File: config.mk
export PLATFORM = sky130hd
export DESIGN_NAME = pid_speed_controller_top
export DESIGN_NICKNAME = d
export VERILOG_FILES = /design/src/hdl/psc_pkg.sv /design/src/hdl/psc_err_stage.sv /design/src/hdl/psc_mul_stage.sv /design/src/hdl/psc_sum_stage.sv /design/src/hdl/psc_duty_stage.sv /design/src/hdl/pid_speed_controller_top.sv
export SDC_FILE = /design/constraint.sdc
export NUM_CORES = 2
export LEC_CHECK = 0
export ABC_AREA = 1
export BUFFER_PORTS_ARGS = -buffer_cell sky130_fd_sc_hd__buf_2
export CORE_AREA = 2 2 367 369
export CTS_BUF_LIST = sky130_fd_sc_hd__clkbuf_4 sky130_fd_sc_hd__clkbuf_8
export DETAILED_ROUTE_END_ITERATION = 16
export DIE_AREA = 0 0 369 371
export PLACE_DENSITY = 0.68
export SLEW_MARGIN = 20
export SYNTH_ARGS = -nofsm -noshare
export SYNTH_HDL_FRONTEND = slang
export SYNTH_SLANG_ARGS = --single-unit
File: constraint.sdc
create_clock -name clk -period 17 [get_ports clk]
set_clock_uncertainty 0.15 [all_clocks]
set_input_delay 0.85 -clock clk [delete_from_list [all_inputs] [get_ports clk]]
set_output_delay 0.85 -clock clk [all_outputs]
set_load 0.01 [all_outputs]
File: src/hdl/psc_pkg.sv
package psc_pkg;

    // Default sizing of the datapath
    localparam int SAMPLE_BITS_DEF    = 16;
    localparam int GAIN_FRAC_BITS_DEF = 12;
    localparam int ACCUM_BITS_DEF     = 40;

    // Fixed field widths
    localparam int GAIN_BITS      = 16;
    localparam int DUTY_BITS      = 7;
    localparam int OUT_DATA_BITS  = 8;
    localparam int CFG_INDEX_BITS = 2;

    // Duty ceiling in whole percent
    localparam int DUTY_MAX = 100;

    // Gain reset values, unsigned Q4.12 (0.290 for the proportional term)
    localparam logic [GAIN_BITS-1:0] PROP_GAIN_RESET  = 16'd1188;
    localparam logic [GAIN_BITS-1:0] INTEG_GAIN_RESET = 16'd0;
    localparam logic [GAIN_BITS-1:0] DERIV_GAIN_RESET = 16'd0;

    // Register indexes of the configuration port
    localparam logic [CFG_INDEX_BITS-1:0] CFG_PROP_GAIN  = 2'd0;
    localparam logic [CFG_INDEX_BITS-1:0] CFG_INTEG_GAIN = 2'd1;
    localparam logic [CFG_INDEX_BITS-1:0] CFG_DERIV_GAIN = 2'd2;

    // The three loop gains as handed to the multiplier stage
    typedef struct packed {
        logic [GAIN_BITS-1:0] prop_gain;
        logic [GAIN_BITS-1:0] integ_gain;
        logic [GAIN_BITS-1:0] deriv_gain;
    } gains_t;

endpackage

File: src/hdl/psc_err_stage.sv
module psc_err_stage #(
    parameter int SAMPLE_BITS = psc_pkg::SAMPLE_BITS_DEF,
    parameter int ACCUM_BITS  = psc_pkg::ACCUM_BITS_DEF
) (
    input  logic                          clk,
    input  logic                          rst_n,
    input  logic                          in_valid,
    output logic                          in_ready,
    input  logic [SAMPLE_BITS-1:0]        measured_speed,
    input  logic [SAMPLE_BITS-1:0]        target_speed,
    output logic                          out_valid,
    input  logic                          out_ready,
    output logic signed [SAMPLE_BITS:0]   err,
    output logic signed [ACCUM_BITS-1:0]  acc,
    output logic signed [SAMPLE_BITS+1:0] rate
);
    import psc_pkg::*;

    localparam int ERR_W  = SAMPLE_BITS + 1;
    localparam int RATE_W = SAMPLE_BITS + 2;
    localparam int WIDE_W = ((ACCUM_BITS > ERR_W) ? ACCUM_BITS : ERR_W) + 1;

    logic                    in_valid_reg;
    logic                    in_valid_next;
    logic [SAMPLE_BITS-1:0]  meas_reg;
    logic [SAMPLE_BITS-1:0]  targ_reg;
    logic                    err_valid_reg;
    logic                    err_valid_next;
    logic signed [ERR_W-1:0] err_reg;
    logic signed [ERR_W-1:0] err_next;
    logic signed [ACCUM_BITS-1:0] acc_reg;
    logic signed [ACCUM_BITS-1:0] acc_next;
    logic signed [RATE_W-1:0] rate_reg;
    logic signed [RATE_W-1:0] rate_next;
    logic signed [WIDE_W-1:0] acc_wide;
    logic                    acc_in_range;
    logic                    err_ready;
    logic                    load_in;
    logic                    load_err;

    // Two register slices: the input sample, then error, accumulator and rate.
    assign err_ready = !err_valid_reg || out_ready;
    assign in_ready  = !in_valid_reg || err_ready;
    assign load_in   = in_valid && in_ready;
    assign load_err  = in_valid_reg && err_ready;

    assign in_valid_next  = load_in ? 1'b1 : (err_ready ? 1'b0 : in_valid_reg);
    assign err_valid_next = load_err ? 1'b1 : (out_ready ? 1'b0 : err_valid_reg);

    // Error of this sample and its change since the previous sample.
    // The error register doubles as the previous error state.
    always_comb
    begin
        err_next  = $signed({1'b0, targ_reg}) - $signed({1'b0, meas_reg});
        rate_next = RATE_W'(err_next) - RATE_W'(err_reg);
    end

    // Saturating accumulator update, worked one bit wider than both operands.
    always_comb
    begin
        acc_wide     = WIDE_W'(acc_reg) + WIDE_W'(err_next);
        acc_in_range = (acc_wide[WIDE_W-1:ACCUM_BITS-1] == '0) ||
                       (acc_wide[WIDE_W-1:ACCUM_BITS-1] == '1);
        if (acc_in_range)
        begin
            acc_next = acc_wide[ACCUM_BITS-1:0];
        end
        else if (acc_wide[WIDE_W-1])
        begin
            acc_next = {1'b1, {(ACCUM_BITS-1){1'b0}}};
        end
        else
        begin
            acc_next = {1'b0, {(ACCUM_BITS-1){1'b1}}};
        end
    end

    // Control and loop state.
    always_ff @(posedge clk or negedge rst_n)
    begin
        if (!rst_n)
        begin
            in_valid_reg  <= 1'b0;
            err_valid_reg <= 1'b0;
            err_reg       <= '0;
            acc_reg       <= '0;
        end
        else
        begin
            in_valid_reg  <= in_valid_next;
            err_valid_reg <= err_valid_next;
            if (load_err)
            begin
                err_reg <= err_next;
                acc_reg <= acc_next;
            end
        end
    end

    // Payload registers.
    always_ff @(posedge clk)
    begin
        if (load_in)
        begin
            meas_reg <= measured_speed;
            targ_reg <= target_speed;
        end
        if (load_err)
        begin
            rate_reg <= rate_next;
        end
    end

    assign out_valid = err_valid_reg;
    assign err       = err_reg;
    assign acc       = acc_reg;
    assign rate      = rate_reg;

endmodule

File: src/hdl/psc_mul_stage.sv
module psc_mul_stage #(
    parameter int SAMPLE_BITS = psc_pkg::SAMPLE_BITS_DEF,
    parameter int ACCUM_BITS  = psc_pkg::ACCUM_BITS_DEF
) (
    input  logic                                          clk,
    input  logic                                          rst_n,
    input  psc_pkg::gains_t                               gains,
    input  logic                                          in_valid,
    output logic                                          in_ready,
    input  logic signed [SAMPLE_BITS:0]                   err,
    input  logic signed [ACCUM_BITS-1:0]                  acc,
    input  logic signed [SAMPLE_BITS+1:0]                 rate,
    output logic                                          out_valid,
    input  logic                                          out_ready,
    output logic signed [psc_pkg::GAIN_BITS+SAMPLE_BITS+1:0] prod_p,
    output logic signed [psc_pkg::GAIN_BITS+ACCUM_BITS:0]    prod_i,
    output logic signed [psc_pkg::GAIN_BITS+SAMPLE_BITS+2:0] prod_d
);
    import psc_pkg::*;

    localparam int P_W = GAIN_BITS + 1 + SAMPLE_BITS + 1;
    localparam int I_W = GAIN_BITS + 1 + ACCUM_BITS;
    localparam int D_W = GAIN_BITS + 1 + SAMPLE_BITS + 2;

    logic                    valid_reg;
    logic                    valid_next;
    logic                    load;
    logic signed [GAIN_BITS:0] kp;
    logic signed [GAIN_BITS:0] ki;
    logic signed [GAIN_BITS:0] kd;
    logic signed [P_W-1:0]   prod_p_reg;
    logic signed [P_W-1:0]   prod_p_next;
    logic signed [I_W-1:0]   prod_i_reg;
    logic signed [I_W-1:0]   prod_i_next;
    logic signed [D_W-1:0]   prod_d_reg;
    logic signed [D_W-1:0]   prod_d_next;

    assign in_ready   = !valid_reg || out_ready;
    assign load       = in_valid && in_ready;
    assign valid_next = load ? 1'b1 : (out_ready ? 1'b0 : valid_reg);

    // Gains are unsigned; a zero sign bit lets them enter signed multiplies.
    assign kp = $signed({1'b0, gains.prop_gain});
    assign ki = $signed({1'b0, gains.integ_gain});
    assign kd = $signed({1'b0, gains.deriv_gain});

    // Three independent multiplies, each registered on its own.
    always_comb
    begin
        prod_p_next = P_W'(kp) * P_W'(err);
        prod_i_next = I_W'(ki) * I_W'(acc);
        prod_d_next = D_W'(kd) * D_W'(rate);
    end

    always_ff @(posedge clk or negedge rst_n)
    begin
        if (!rst_n)
        begin
            valid_reg <= 1'b0;
        end
        else
        begin
            valid_reg <= valid_next;
        end
    end

    always_ff @(posedge clk)
    begin
        if (load)
        begin
            prod_p_reg <= prod_p_next;
            prod_i_reg <= prod_i_next;
            prod_d_reg <= prod_d_next;
        end
    end

    assign out_valid = valid_reg;
    assign prod_p    = prod_p_reg;
    assign prod_i    = prod_i_reg;
    assign prod_d    = prod_d_reg;

endmodule

File: src/hdl/psc_sum_stage.sv
module psc_sum_stage #(
    parameter int SAMPLE_BITS = psc_pkg::SAMPLE_BITS_DEF,
    parameter int ACCUM_BITS  = psc_pkg::ACCUM_BITS_DEF,
    parameter int SUM_W       = 64
) (
    input  logic                                             clk,
    input  logic                                             rst_n,
    input  logic                                             in_valid,
    output logic                                             in_ready,
    input  logic signed [psc_pkg::GAIN_BITS+SAMPLE_BITS+1:0] prod_p,
    input  logic signed [psc_pkg::GAIN_BITS+ACCUM_BITS:0]    prod_i,
    input  logic signed [psc_pkg::GAIN_BITS+SAMPLE_BITS+2:0] prod_d,
    output logic                                             out_valid,
    input  logic                                             out_ready,
    output logic signed [SUM_W-1:0]                          neg_sum
);
    import psc_pkg::*;

    logic                   valid_reg;
    logic                   valid_next;
    logic                   load;
    logic signed [SUM_W-1:0] neg_sum_reg;
    logic signed [SUM_W-1:0] neg_sum_next;

    assign in_ready   = !valid_reg || out_ready;
    assign load       = in_valid && in_ready;
    assign valid_next = load ? 1'b1 : (out_ready ? 1'b0 : valid_reg);

    // Negated control sum, wide enough that neither the sum nor its negation overflows.
    assign neg_sum_next = -SUM_W'(prod_p) - SUM_W'(prod_i) - SUM_W'(prod_d);

    always_ff @(posedge clk or negedge rst_n)
    begin
        if (!rst_n)
        begin
            valid_reg <= 1'b0;
        end
        else
        begin
            valid_reg <= valid_next;
        end
    end

    always_ff @(posedge clk)
    begin
        if (load)
        begin
            neg_sum_reg <= neg_sum_next;
        end
    end

    assign out_valid = valid_reg;
    assign neg_sum   = neg_sum_reg;

endmodule

File: src/hdl/psc_duty_stage.sv
module psc_duty_stage #(
    parameter int GAIN_FRAC_BITS = psc_pkg::GAIN_FRAC_BITS_DEF,
    parameter int SUM_W          = 64
) (
    input  logic                              clk,
    input  logic                              rst_n,
    input  logic                              in_valid,
    output logic                              in_ready,
    input  logic signed [SUM_W-1:0]           neg_sum,
    output logic                              out_valid,
    input  logic                              out_ready,
    output logic [psc_pkg::DUTY_BITS-1:0]     duty_percent
);
    import psc_pkg::*;

    localparam int Q_W = SUM_W - GAIN_FRAC_BITS;

    logic                 valid_reg;
    logic                 valid_next;
    logic                 load;
    logic [Q_W-1:0]       whole;
    logic [DUTY_BITS-1:0] duty_reg;
    logic [DUTY_BITS-1:0] duty_next;

    assign in_ready   = !valid_reg || out_ready;
    assign load       = in_valid && in_ready;
    assign valid_next = load ? 1'b1 : (out_ready ? 1'b0 : valid_reg);

    // Drop the fraction bits; for a positive value this truncates toward zero.
    assign whole = neg_sum[SUM_W-1:GAIN_FRAC_BITS];

    // A negative control gives no drive, a large one is held at full duty.
    always_comb
    begin
        if (neg_sum[SUM_W-1])
        begin
            duty_next = '0;
        end
        else if (whole > Q_W'(DUTY_MAX))
        begin
            duty_next = DUTY_BITS'(DUTY_MAX);
        end
        else
        begin
            duty_next = whole[DUTY_BITS-1:0];
        end
    end

    always_ff @(posedge clk or negedge rst_n)
    begin
        if (!rst_n)
        begin
            valid_reg <= 1'b0;
        end
        else
        begin
            valid_reg <= valid_next;
        end
    end

    always_ff @(posedge clk)
    begin
        if (load)
        begin
            duty_reg <= duty_next;
        end
    end

    assign out_valid    = valid_reg;
    assign duty_percent = duty_reg;

endmodule

File: src/hdl/pid_speed_controller_top.sv
// PID speed controller: turns a stream of speed samples into PWM duty values.
// Each request on the slave side carries a measured speed and a target speed;
// each request on the master side carries one duty value, 0 to 100 percent.
// Every input sample gives exactly one duty value, in order.
// The gains are set through the configuration channel (index 0 proportional,
// 1 integral, 2 derivative, unsigned Q4.12); other indexes are ignored.
// cfg_ready is always high. Gains should only change while the stream is idle.
// A result passes through the input, error, product, sum and output registers
// before it is presented. Throughput: one sample per cycle while m_tready
// stays high. The error accumulator and the previous error are updated
// together as each sample moves from the input into the error register.
// Reset clears every stage, the accumulator and the previous error, and loads
// the reset gains (proportional 0.290, the others zero).
// When the receiver stalls, the result is held in the output register and
// the pipeline keeps filling; s_tready falls once all stages hold a result.
module pid_speed_controller_top #(
    parameter int SAMPLE_BITS    = psc_pkg::SAMPLE_BITS_DEF,
    parameter int GAIN_FRAC_BITS = psc_pkg::GAIN_FRAC_BITS_DEF,
    parameter int ACCUM_BITS     = psc_pkg::ACCUM_BITS_DEF
) (
    input  logic                                   clk,
    input  logic                                   rst_n,
    input  logic                                   s_tvalid,
    output logic                                   s_tready,
    // measured_speed, target_speed (low bits up), zero padding
    input  logic [((2*SAMPLE_BITS+7)/8)*8-1:0]     s_tdata,
    output logic                                   m_tvalid,
    input  logic                                   m_tready,
    // duty_percent in bits 6:0, bit 7 zero
    output logic [psc_pkg::OUT_DATA_BITS-1:0]      m_tdata,
    input  logic                                   cfg_valid,
    output logic                                   cfg_ready,
    input  logic [psc_pkg::CFG_INDEX_BITS-1:0]     cfg_index,
    input  logic [psc_pkg::GAIN_BITS-1:0]          cfg_data
);
    import psc_pkg::*;

    localparam int RATE_W = SAMPLE_BITS + 2;
    localparam int P_MAX  = GAIN_BITS + 1 + ((ACCUM_BITS > RATE_W) ? ACCUM_BITS : RATE_W);
    localparam int SUM_W  = P_MAX + 2;

    gains_t gains_reg;
    gains_t gains_next;

    logic                                   err_valid;
    logic                                   err_ready;
    logic signed [SAMPLE_BITS:0]            err;
    logic signed [ACCUM_BITS-1:0]           acc;
    logic signed [SAMPLE_BITS+1:0]          rate;
    logic                                   mul_valid;
    logic                                   mul_ready;
    logic signed [GAIN_BITS+SAMPLE_BITS+1:0] prod_p;
    logic signed [GAIN_BITS+ACCUM_BITS:0]    prod_i;
    logic signed [GAIN_BITS+SAMPLE_BITS+2:0] prod_d;
    logic                                   sum_valid;
    logic                                   sum_ready;
    logic signed [SUM_W-1:0]                neg_sum;
    logic [DUTY_BITS-1:0]                   duty_percent;

    // Gain registers.
    assign cfg_ready = 1'b1;

    always_comb
    begin
        gains_next = gains_reg;
        if (cfg_valid)
        begin
            case (cfg_index)
                CFG_PROP_GAIN:  gains_next.prop_gain  = cfg_data;
                CFG_INTEG_GAIN: gains_next.integ_gain = cfg_data;
                CFG_DERIV_GAIN: gains_next.deriv_gain = cfg_data;
                default:        gains_next = gains_reg;
            endcase
        end
    end

    always_ff @(posedge clk or negedge rst_n)
    begin
        if (!rst_n)
        begin
            gains_reg.prop_gain  <= PROP_GAIN_RESET;
            gains_reg.integ_gain <= INTEG_GAIN_RESET;
            gains_reg.deriv_gain <= DERIV_GAIN_RESET;
        end
        else
        begin
            gains_reg <= gains_next;
        end
    end

    // Sample register, error, accumulator and rate.
    psc_err_stage #(
        .SAMPLE_BITS (SAMPLE_BITS),
        .ACCUM_BITS  (ACCUM_BITS)
    ) u_err (
        .clk            (clk),
        .rst_n          (rst_n),
        .in_valid       (s_tvalid),
        .in_ready       (s_tready),
        .measured_speed (s_tdata[SAMPLE_BITS-1:0]),
        .target_speed   (s_tdata[2*SAMPLE_BITS-1:SAMPLE_BITS]),
        .out_valid      (err_valid),
        .out_ready      (err_ready),
        .err            (err),
        .acc            (acc),
        .rate           (rate)
    );

    // Gain products.
    psc_mul_stage #(
        .SAMPLE_BITS (SAMPLE_BITS),
        .ACCUM_BITS  (ACCUM_BITS)
    ) u_mul (
        .clk       (clk),
        .rst_n     (rst_n),
        .gains     (gains_reg),
        .in_valid  (err_valid),
        .in_ready  (err_ready),
        .err       (err),
        .acc       (acc),
        .rate      (rate),
        .out_valid (mul_valid),
        .out_ready (mul_ready),
        .prod_p    (prod_p),
        .prod_i    (prod_i),
        .prod_d    (prod_d)
    );

    // Negated sum of the three terms.
    psc_sum_stage #(
        .SAMPLE_BITS (SAMPLE_BITS),
        .ACCUM_BITS  (ACCUM_BITS),
        .SUM_W       (SUM_W)
    ) u_sum (
        .clk       (clk),
        .rst_n     (rst_n),
        .in_valid  (mul_valid),
        .in_ready  (mul_ready),
        .prod_p    (prod_p),
        .prod_i    (prod_i),
        .prod_d    (prod_d),
        .out_valid (sum_valid),
        .out_ready (sum_ready),
        .neg_sum   (neg_sum)
    );

    // Clamp to a whole duty percentage and hold it for the receiver.
    psc_duty_stage #(
        .GAIN_FRAC_BITS (GAIN_FRAC_BITS),
        .SUM_W          (SUM_W)
    ) u_duty (
        .clk          (clk),
        .rst_n        (rst_n),
        .in_valid     (sum_valid),
        .in_ready     (sum_ready),
        .neg_sum      (neg_sum),
        .out_valid    (m_tvalid),
        .out_ready    (m_tready),
        .duty_percent (duty_percent)
    );

    assign m_tdata = OUT_DATA_BITS'(duty_percent);

endmodule
== Yosys cells after proc, flatten, opt, wreduce, memory -nomap -nowiden ==
Cells that the tools add are included.

* $add $sub $neg: 6
* Multipliers: 3
* $lt $le $gt $ge: 1
* Equality and inequality tests: 3
* Mux-type cells: 13
* Reductions and logical operators: 27

{| class="wikitable"
|+ Operators by type and width
! kind !! number
|-
| two-way mux 40 bit || 2
|-
| negator 34 -> 59 bit || 1
|-
| subtractor 59 x 35 -> 59 bit || 1
|-
| subtractor 59 x 57 -> 59 bit || 1
|-
| multiplier 17 x 40 -> 57 bit || 1
|-
| greater-than comparator 47 x 7 -> 1 bit, second input constant || 1
|-
| adder 40 x 17 -> 41 bit || 1
|-
| multiplier 17 x 18 -> 35 bit || 1
|-
| multiplier 17 x 17 -> 34 bit || 1
|-
| subtractor 17 x 17 -> 18 bit || 1
|-
| subtractor 16 x 16 -> 17 bit || 1
|-
| two-way mux 1 bit || 10
|-
| nonzero test 2 bit || 5
|-
| two-way mux 7 bit || 1
|-
| logical OR 1 bit || 6
|-
| AND reduction 2 bit || 3
|-
| logical AND 1 bit || 5
|-
| zero test 1 bit || 5
|-
| equality test 2 bit, second input constant || 2
|-
| zero test 2 bit || 2
|-
| equality test 2 x 1 -> 1 bit, second input constant || 1
|-
| OR reduction 2 bit || 1
|}

* Register bits after elaboration: 352
* Input port bits: 55
* Logic and storage cells: 72

== Logic depth before layout (Yosys ltp) ==
* Word-level depth: 8
* Gate-level depth with buffers: 30

== By module ==
A second synthesis with hierarchy kept.

* Cells, all modules: 9291
* Area, all modules: 69980.9 µm²

{| class="wikitable"
|+ By module, submodules not included
! module !! instances !! cells each !! area an instance (µm²) !! sequential area each (µm²)
|-
| psc_mul_stage || 1 || 6528 || 50049.3 || 3808.7
|-
| psc_sum_stage || 1 || 1424 || 9325.2 || 1796.7
|-
| psc_err_stage || 1 || 1045 || 8017.7 || 2977.9
|-
| pid_speed_controller_top || 1 || 218 || 2072.0 || 1206.2
|-
| psc_duty_stage || 1 || 76 || 516.7 || 235.2
|}

== Worst setup path before layout ==
No wires, ideal clock.

* Kind: flip-flop to flip-flop
* Start point: register gains_reg[42] (netlist bit)
* End point: register u_mul.prod_p_reg[27], in the netlist u_mul.prod_p[27], data pin
* Setup time: 0.265 ns
* Data arrival time: 5.718 ns
* Required time: 16.585 ns
* Slack: 10.867 ns
* Cell stages (with the launch flop): 21
* Buffers on the path: 2
* Clock period less this slack: 6.133 ns
* Cell sequence: dfstp_2 > clkbuf_1 > clkbuf_1 > nand2_1 > fa_1 > fa_1 > fa_1 > inv_1 > fa_1 > fa_1 > inv_1 > fa_1 > inv_1 > ha_1 > nand2_1 > nor4_1 > a21oi_1 > o21ai_0 > nand2_1 > o21ai_0 > xor2_1

* Word-level cells in the longest chain between the ends: 1

{| class="wikitable"
|+ RTL lines
! item !! RTL line !! source
|-
| start: declaration || pid_speed_controller_top.sv:42 || <nowiki>gains_t gains_reg;</nowiki>
|-
| start signal: assignment || pid_speed_controller_top.sv:87 || <nowiki>gains_reg <= gains_next;</nowiki>
|-
| multiplier 17 x 17 -> 34 bit || psc_mul_stage.sv:50 || <nowiki>prod_p_next = P_W'(kp) * P_W'(err);</nowiki>
|-
| via u_mul.prod_p_next[27] || psc_mul_stage.sv:32 || <nowiki>logic signed [P_W-1:0] prod_p_next;</nowiki>
|-
| end signal: assignment || psc_mul_stage.sv:71 || <nowiki>prod_p_reg <= prod_p_next;</nowiki>
|-
| end: declaration || psc_mul_stage.sv:31 || <nowiki>logic signed [P_W-1:0] prod_p_reg;</nowiki>
|}

The timed path passes the listed nets, and every way through them passes these cells.
A chain may end at the register's enable or synchronous reset.

== Final worst setup path ==
* Start point: register u_err.acc_reg[14], in the netlist u_err.acc[14]
* End point: register u_mul.prod_i_reg[38], in the netlist u_mul.prod_i[38], data pin

* Word-level cells in the longest chain between the ends: 1

{| class="wikitable"
|+ RTL lines
! item !! RTL line !! source
|-
| start: declaration || psc_err_stage.sv:31 || <nowiki>logic signed [ACCUM_BITS-1:0] acc_reg;</nowiki>
|-
| start signal: assignment || psc_err_stage.sv:95 || <nowiki>acc_reg <= acc_next;</nowiki>
|-
| multiplier 17 x 40 -> 57 bit || psc_mul_stage.sv:51 || <nowiki>prod_i_next = I_W'(ki) * I_W'(acc);</nowiki>
|-
| via u_mul.prod_i_next[38] || psc_mul_stage.sv:34 || <nowiki>logic signed [I_W-1:0] prod_i_next;</nowiki>
|-
| end signal: assignment || psc_mul_stage.sv:72 || <nowiki>prod_i_reg <= prod_i_next;</nowiki>
|-
| end: declaration || psc_mul_stage.sv:33 || <nowiki>logic signed [I_W-1:0] prod_i_reg;</nowiki>
|}

The timed path passes the listed nets, and every way through them passes these cells.

==> results.toml <==
[outcome]
outcome = "finished clean"

[hold_path]
holdPathStages = 1
hold_path_class = "in -> reg"
min_to = "u_err.targ_reg[4]"
min_from = "s_tdata[20]"

[floorplan]
num_rows = 134
io_pins = 66
die_w_um = 369
die_y_um = 371
core_mm2 = 0.1328
start_util_pct = 49.70
die_area_mm2 = 0.1369

[setup_path]
reg2reg_depth = 20
r2r_start = "u_err.acc[14]"
r2r_slack_ns = 9.63
worstReg2RegEnd = "u_mul.prod_i[38]"
worstSetupEndpointType = "flip-flop"
cp_data_required_time_ns = 17.32
startpoint_type = "flip-flop"
crit_fanout = 18
path_class = "reg -> reg"
worstPathArrival_ns = 7.69

[yosys]
synth_fp_nets = 10040
ys_ff_latch = 340
synth_warnings = 0
synthCells = 8285
yosysSeqAreaShare_pct = 14.64
avgSynthCellArea_um2 = 7.966
syn-cell-area_mm2 = 0.06600
synth_cell_type_count = 50

[timing]
relSlewSlack_pct = 24.81
tns_ns = 0
hold_violations = 0
final.min_clock_period_ns = 7.371
worstMarginPinSlew_ns = 1.128
setup_viol = 0
fmax_mhz = 135.7
rsz0062_at_grt = "false"
finalCritPeriodShare_pct = 43.36
slew_violations = 0
hold-worst-slack_ns = 0.1264

[final_layout]
mostFrequentLayoutCells = "inv_1, nand2_1, fa_1"
fin_nets = 9893
final_common_cell = "inv_1"
fin_area_mm2 = 0.06913
instances_no_fill = 9966
drive_above_1_share_pct = 3.417
largest_reg_flops = 57
area_delta_synth_final_pct = 4.747

[detailed_routing]
dr.pass1.iters = 6
drc = 0
drt-total-wl_mm = 186.1
drtIter0Drc = 4039
wl_per_cell_um = 18.68
final_antenna_net_count = 0
via_per_inst = 5.208
vias = 51900

[placement]
numPortBuffers = 63
hpwl_mm = 152.8
place_area_mm2 = 0.06758
place_inst = 9833
globalplace.congestion = 0.9763

[flow_run]
drv_cap = 0

[cts]
clk_pin_slew_ns = 0.06
htreeDepth = 3
cts_tree = "done"
cts_sinks = 340
insertion_delay_ns = 0.77
cts_root_buffer = "clkbuf_8"
clock_path_buffers = 3
cts_buffers = 71

[global_route]
grt_overflow = 0
grt_pass1_vias = 55720
grt_max_degree = 86
antenna_found_initial = 9
track_usage_pct = 28.29
grt_pass1_wl_mm = 300.5
[routing by layer]
metal | wire length (um) | global-route usage, % | vias up
met5 | 0 | 0 | -
met1 | 76250 | 36.35 | 25680
li1 | - | - | 23920
met2 | 88370 | 48.07 | 1838
met4 | 8255 | 11.30 | 0
met3 | 13240 | 4.192 | 470
[Yosys cell counts, drive strengths merged]
| library cell | number | share of area, % |
|---|---|---|
| nor3 | 30 | 0.23 |
| xnor2 | 64 | 0.85 |
| a21oi | 319 | 2.5 |
| nor2 | 424 | 2.4 |
| conb | 2 | 0.011 |
| o221ai | 1 | 0.013 |
| o21bai | 31 | 0.35 |
| o21ai | 237 | 1.8 |
| nand2 | 1992 | 11 |
| o2111ai | 2 | 0.027 |
| a31o | 2 | 0.027 |
| o211ai | 4 | 0.046 |
| and3 | 6 | 0.057 |
| o21a | 12 | 0.14 |
| a21boi | 13 | 0.15 |
| a31oi | 39 | 0.37 |
| and2 | 5 | 0.047 |
| a221oi | 7 | 0.093 |
| nand4 | 41 | 0.39 |
| nor4 | 25 | 0.25 |
| nand3b | 11 | 0.13 |
| xor2 | 142 | 1.9 |
| ha | 537 | 10 |
| o22ai | 1 | 0.0095 |
| fa | 1162 | 35 |
| or2 | 15 | 0.14 |
| dfrtp | 106 | 4.0 |
| o31ai | 4 | 0.046 |
| edfxtp | 230 | 10 |
| o211a | 1 | 0.015 |
| a21o | 28 | 0.32 |
| a211oi | 2 | 0.023 |
| dfstp | 4 | 0.16 |
| clkbuf | 298 | 1.7 |
| buf | 23 | 0.22 |
| inv | 2334 | 13 |
| nand3 | 131 | 1.0 |
[worst max-delay path, cell delays in order, from the launching register on]
cell and delay, ns:
dfrtp_1 0.94, nand2_1 0.18, fa_1 0.55, fa_1 0.53, fa_1 0.52, inv_1 0.05
fa_1 0.51, fa_1 0.50, inv_1 0.05, fa_1 0.47, inv_1 0.04, ha_1 0.34
nand2_1 0.17, o21ai_0 0.50, a21oi_1 0.08, o21ai_1 0.44, a21oi_1 0.38, o21ai_1 0.38
nand2_1 0.11, nand3_1 0.09, nand2_1 0.08
[per-stage QoR]
stage          util [%]  worst slack (ns)
2_1_floorplan         -             10.87
3_3_place_gp      50.89             9.749
3_5_place_dp      50.90             9.748
4_1_cts           52.06             9.712
5_1_grt           52.06             9.398
6_report          52.06             9.629
[worst max path at each step]
stage / start / endpoint / slack [ns] / cells after the start
2_1_floorplan: gains_reg[42] / u_mul.prod_p[27] / 10.87 / 20
3_3_place_gp: u_err.acc[8] / u_mul.prod_i[38] / 9.75 / 20
3_5_place_dp: u_err.acc[14] / u_mul.prod_i[38] / 9.75 / 20
4_1_cts: u_err.acc[14] / u_mul.prod_i[38] / 9.71 / 20
5_1_grt: u_err.acc[15] / u_mul.prod_i[38] / 9.40 / 18
6_report: u_err.acc[14] / u_mul.prod_i[38] / 9.63 / 20
[area by class of cell]
cell class / count / area [um2]
antenna: 3 / 7.507
clock buffer: 92 / 1179
clock inverter: 37 / 351.6
fill: 12740 / 63660
inverter: 2334 / 8763
multi-input combinational: 5290 / 46340
sequential: 340 / 9664
tap: 1768 / 2212
timing repair buffer: 102 / 613.1
[repair_timing]
action                                 4_1_cts  5_1_grt
endpoints found under the hold margin       27        0
setup buffers                                0        0
hold buffers                                 1        0
resized for setup                            0        0
[cells by family (layout without fill, tap and decap cells)]
group / count (synthesis) / in the layout / synth area share, %
simple gates: 2680 / 2680 / 16.03
xor+xnor: 206 / 206 / 2.734
flops: 340 / 340 / 14.64
fa+ha+maj: 1699 / 1699 / 45.43
other cells: 2 / 5 / 0.01138
compound gates: 703 / 703 / 5.970
buf+inv: 2655 / 2565 / 15.19
Power is not shown: default switching activity piles up to over one toggle a cycle in this logic, so the estimate is an artifact.
